<file path="src/rtl/sca_pkg.sv">
package sca_pkg;

  localparam int FREE_DEPTH = 1024;
  localparam int AW = $clog2(FREE_DEPTH);
  localparam int CW = AW + 1;

  localparam logic [2:0] CFG_CHUNK_BYTES = 3'd0;
  localparam logic [2:0] CFG_PAGE_BYTES = 3'd1;
  localparam logic [2:0] CFG_CHUNKS_PER_PAGE = 3'd2;
  localparam logic [2:0] CFG_MAX_PAGES = 3'd3;
  localparam logic [2:0] CFG_REGION_BASE = 3'd4;

  localparam logic [2:0] ST_FROM_STACK = 3'd0;
  localparam logic [2:0] ST_FROM_PAGE = 3'd1;
  localparam logic [2:0] ST_NO_MEMORY = 3'd2;
  localparam logic [2:0] ST_FREED = 3'd3;
  localparam logic [2:0] ST_REJECTED = 3'd4;

  localparam logic [2:0] ACT_POP = 3'd0;
  localparam logic [2:0] ACT_PAGE = 3'd1;
  localparam logic [2:0] ACT_NOMEM = 3'd2;
  localparam logic [2:0] ACT_PUSH = 3'd3;
  localparam logic [2:0] ACT_REJECT = 3'd4;

  typedef struct packed {
    logic       load;
    logic       exec;
    logic [2:0] act;
  } cmd_t;

  typedef struct packed {
    logic is_free;
    logic stack_empty;
    logic stack_full;
    logic page_open;
    logic page_avail;
    logic addr_zero;
  } stat_t;

endpackage

</file>
<file path="src/rtl/sca_ctrl.sv">
module sca_ctrl
  import sca_pkg::*;
(
  input  logic  clk,
  input  logic  rst,
  input  logic  start,
  input  stat_t stat,
  output cmd_t  cmd,
  output logic  busy,
  output logic  done
);

  localparam logic S_IDLE = 1'b0;
  localparam logic S_EXEC = 1'b1;

  logic state;
  logic [2:0] act;

  always_comb begin
    priority if (!stat.is_free) begin
      priority if (!stat.stack_empty) act = ACT_POP;
      else if (stat.page_open || stat.page_avail) act = ACT_PAGE;
      else act = ACT_NOMEM;
    end else begin
      if (stat.addr_zero || stat.stack_full) act = ACT_REJECT;
      else act = ACT_PUSH;
    end
  end

  assign busy = (state == S_EXEC);
  assign cmd.load = start && (state == S_IDLE);
  assign cmd.exec = (state == S_EXEC);
  assign cmd.act = act;

  always_ff @(posedge clk) begin
    if (rst) begin
      state <= S_IDLE;
      done <= 1'b0;
    end else begin
      done <= (state == S_EXEC);
      unique case (state)
        S_IDLE: if (start) state <= S_EXEC;
        S_EXEC: state <= S_IDLE;
        default: state <= S_IDLE;
      endcase
    end
  end

endmodule

</file>
<file path="config.mk">
export PLATFORM = sky130hd
export DESIGN_NAME = sca_ctrl
export DESIGN_NICKNAME = d
export VERILOG_FILES = /design/src/rtl/sca_pkg.sv /design/src/rtl/sca_ctrl.sv
export SDC_FILE = /design/constraint.sdc
export NUM_CORES = 1
export LEC_CHECK = 0
export BUFFER_PORTS_ARGS = -buffer_cell sky130_fd_sc_hd__buf_2
export CAP_MARGIN = 15
export CORE_AREA = 2 2 39 41
export DETAILED_ROUTE_END_ITERATION = 16
export DIE_AREA = 0 0 41 43
export PLACE_DENSITY_LB_ADDON = 0.15
export SLEW_MARGIN = 15
export SYNTH_ARGS = -nofsm -noshare
export SYNTH_HDL_FRONTEND = slang
export SYNTH_SLANG_ARGS = --single-unit
</file>
<file path="constraint.sdc">
create_clock -name clk -period 1.6 [get_ports clk]
set_input_delay 0.48 -clock clk [delete_from_list [all_inputs] [get_ports clk]]
set_output_delay 0.48 -clock clk [all_outputs]
set_load 0.005 [all_outputs]
</file>
==> qor.csv <==
metric;value;unit
status;complete, but fails checks;
failing checks;setup timing;
Pwr Total;0.0002072;W
Mapped Cells;12;
final instance area;250.2;sq um
initial antenna violation count;0;
via count;156;
CP Buf/Inv Count;2;
Max Fclk;600.8;MHz
chip width;41;microns
Max rail drop VDD;101.1;uV
Worst setup SP type;input port;
Slew headroom;89.66;%
synth warn;0;
final hold slack;0.4275;ns
Clock Tree Root;clkbuf_4;
Core Area;0.001384;sq mm
syn_nets;21;
Seq/Total Area, Yosys;37.21;%
CP top delay family;simple AND/OR/NAND/NOR gates;
met3 usage;0;%
Setup Viol. Count Final;2;
clk_skew;0.003493;ns
clock tree buffer depth;2;
TritonCTS clock tree;done;
Arr. time, crit path;1.18;ns
final net count;40;
slowest CP cell;or3b_4;
GPL Wtd Cong;0.5589;
M1 GR Usage;2.857;%
Max Cap Viol;0;
DRT Pass-1 Iters;2;
die height;43;microns
FF-to-FF setup slack;0.95;ns
Vias/cell;3.467;
largest net degree at the start of global routing;5;
CP peak stage delay;0.41;ns
# DRC;0;
Final Critical Period;1.664;ns
routed wire length;332;microns
Lkg Pwr;0.1248;nW
Initial Util;7.776;%
Setup WS post-layout;-0.06448;ns
Slew @ Worst Pin;0.1552;ns
Reg clk slew, reported paths;0.03;ns
multi-input logic area;80.08;sq um
Cell variety after synth;9;
pwr dens;828.0;mW/mm^2
CP Capture Type;primary output;
cts bufs inserted;3;
clock latency on the worst-skew pair;0.22;ns
CP Data Required Time;1.12;ns
Final Hold Viols;0;
Area Overhead vs Synth;132.6;%
ant diodes;0;
hold buffer count at cts;0;
average size of a mapped cell;8.967;sq um
CP Max Fanout;2;
worst r2r src;busy;
layout cells sized above 1;75.86;%
sequential cell area;40.04;sq um
Cell Area, Synth;107.6;sq um
I/O Buffers;15;
min-delay src;rst;
RSZ-0062 raised after global routing;true;
FF+latch count, synth;2;
DP Area;195.2;sq um
fillcell total;158;
r2r endpoint;busy;
Hold Path Cell Cnt;2;
dpl ws;-0.07084;ns
post-route ant nets;0;
clock sink count;2;
die area;0.001763;sq mm
sink of the worst hold path;done;
Final Max Slew Viols;0;
first-pass GRT wire length;462;microns
critical path cell sequence;buf_6 > or3b_4 > o31ai_4 > buf_2;
critical path class;input port to primary output;
grt total ovfl;0;
final period utilization;104.0;%
H-tree Lvls;1;
I/O Pins;16;
vias in the first global route;146;
post-DP HPWL;229.7;microns
Iter 0 DRT Violations;2;
GR Util met2;6.875;%
GRT Max-Usage Layer;met4;
global-route usage over all layers;4.300;%
post-DR wirelength/cell;7.378;microns
R2R cell count;2;
Hold WC Path Type;input port to flip-flop;
Rows;14;
[cell type report]
type	count	area share, %
Timing Repair Buffer	15	35.00
Multi-Input combinational cell	9	32.00
Sequential cell	2	16.00
Clock buffer	3	9.000
Tap cell	16	8.000
[synth_stat cells]
library cell / n / area, sq um
buf_4: 1 / 7.510
nor2_1: 1 / 3.750
o21ai_1: 1 / 5.000
nand2b_2: 1 / 8.760
dfxtp_1: 2 / 40.04
or3b_1: 1 / 8.760
nor2b_1: 3 / 18.77
o31ai_1: 1 / 7.510
o21a_1: 1 / 7.510
[per-layer routing]
layer,routed length [microns],up-vias
li1,-,76
met5,0,-
met3,65,0
met2,168,16
met4,0,0
met1,97,64
[worst max path at each step]
stage | slack, ns | to | cells past startpoint | startpoint
floorplan | 0.17 | cmd[0] | 2 | stat[3]
global placement | -0.06 | cmd[1] | 4 | stat[3]
detailed placement | -0.07 | cmd[1] | 4 | stat[3]
CTS | -0.06 | cmd[1] | 4 | stat[0]
global route | -0.08 | cmd[1] | 4 | stat[3]
finish | -0.06 | cmd[1] | 4 | stat[3]
[where the power goes]
part | total, W | leakage (nW) | internal [W] | switching (W)
registers | 0.0000539 | 0.0165 | 0.0000527 | 0.00000120
logic | 0.0000418 | 0.0945 | 0.0000254 | 0.0000165
clock network | 0.000111 | 0.0138 | 0.0000828 | 0.0000287
total | 0.000207 | 0.125 | 0.000161 | 0.0000463
[per-stage QoR]
step | cells | setup TNS [ns] | util [%]
floorplan | 12 | 0 | -
global placement | 42 | -0.1033 | 14.10
detailed placement | 42 | -0.1125 | 14.10
CTS | 45 | -0.09632 | 16.18
global route | 45 | -0.1500 | 18.08
finish | 45 | -0.1027 | 18.08
[sequential cells by signal, summed over array words and instances (netlist names)]
name,count
busy,1
done,1
[cell usage in the layout, fill, tap and decap left out, drive strengths merged]
master and instances:
o21a 1, nor2b 3, buf 15, clkbuf 3, dfxtp 2, nand2b 1
o31ai 1, o21ai 1, or3b 1, nor2 1
[logic make-up after synthesis]
logic type / share of synthesized area [%]
compound gates: 18.61
buf+inv: 6.979
flops: 37.21
simple gates: 37.21
[timing repair]
action                                  4_1_cts  5_1_grt
endpoints found under the hold margin         0        0
resized for setup                             1        5
pin swaps                                     1        1
buffers inserted                              0        0
endpoints found under the setup margin        2        2
(Power assumes the default switching activity.)
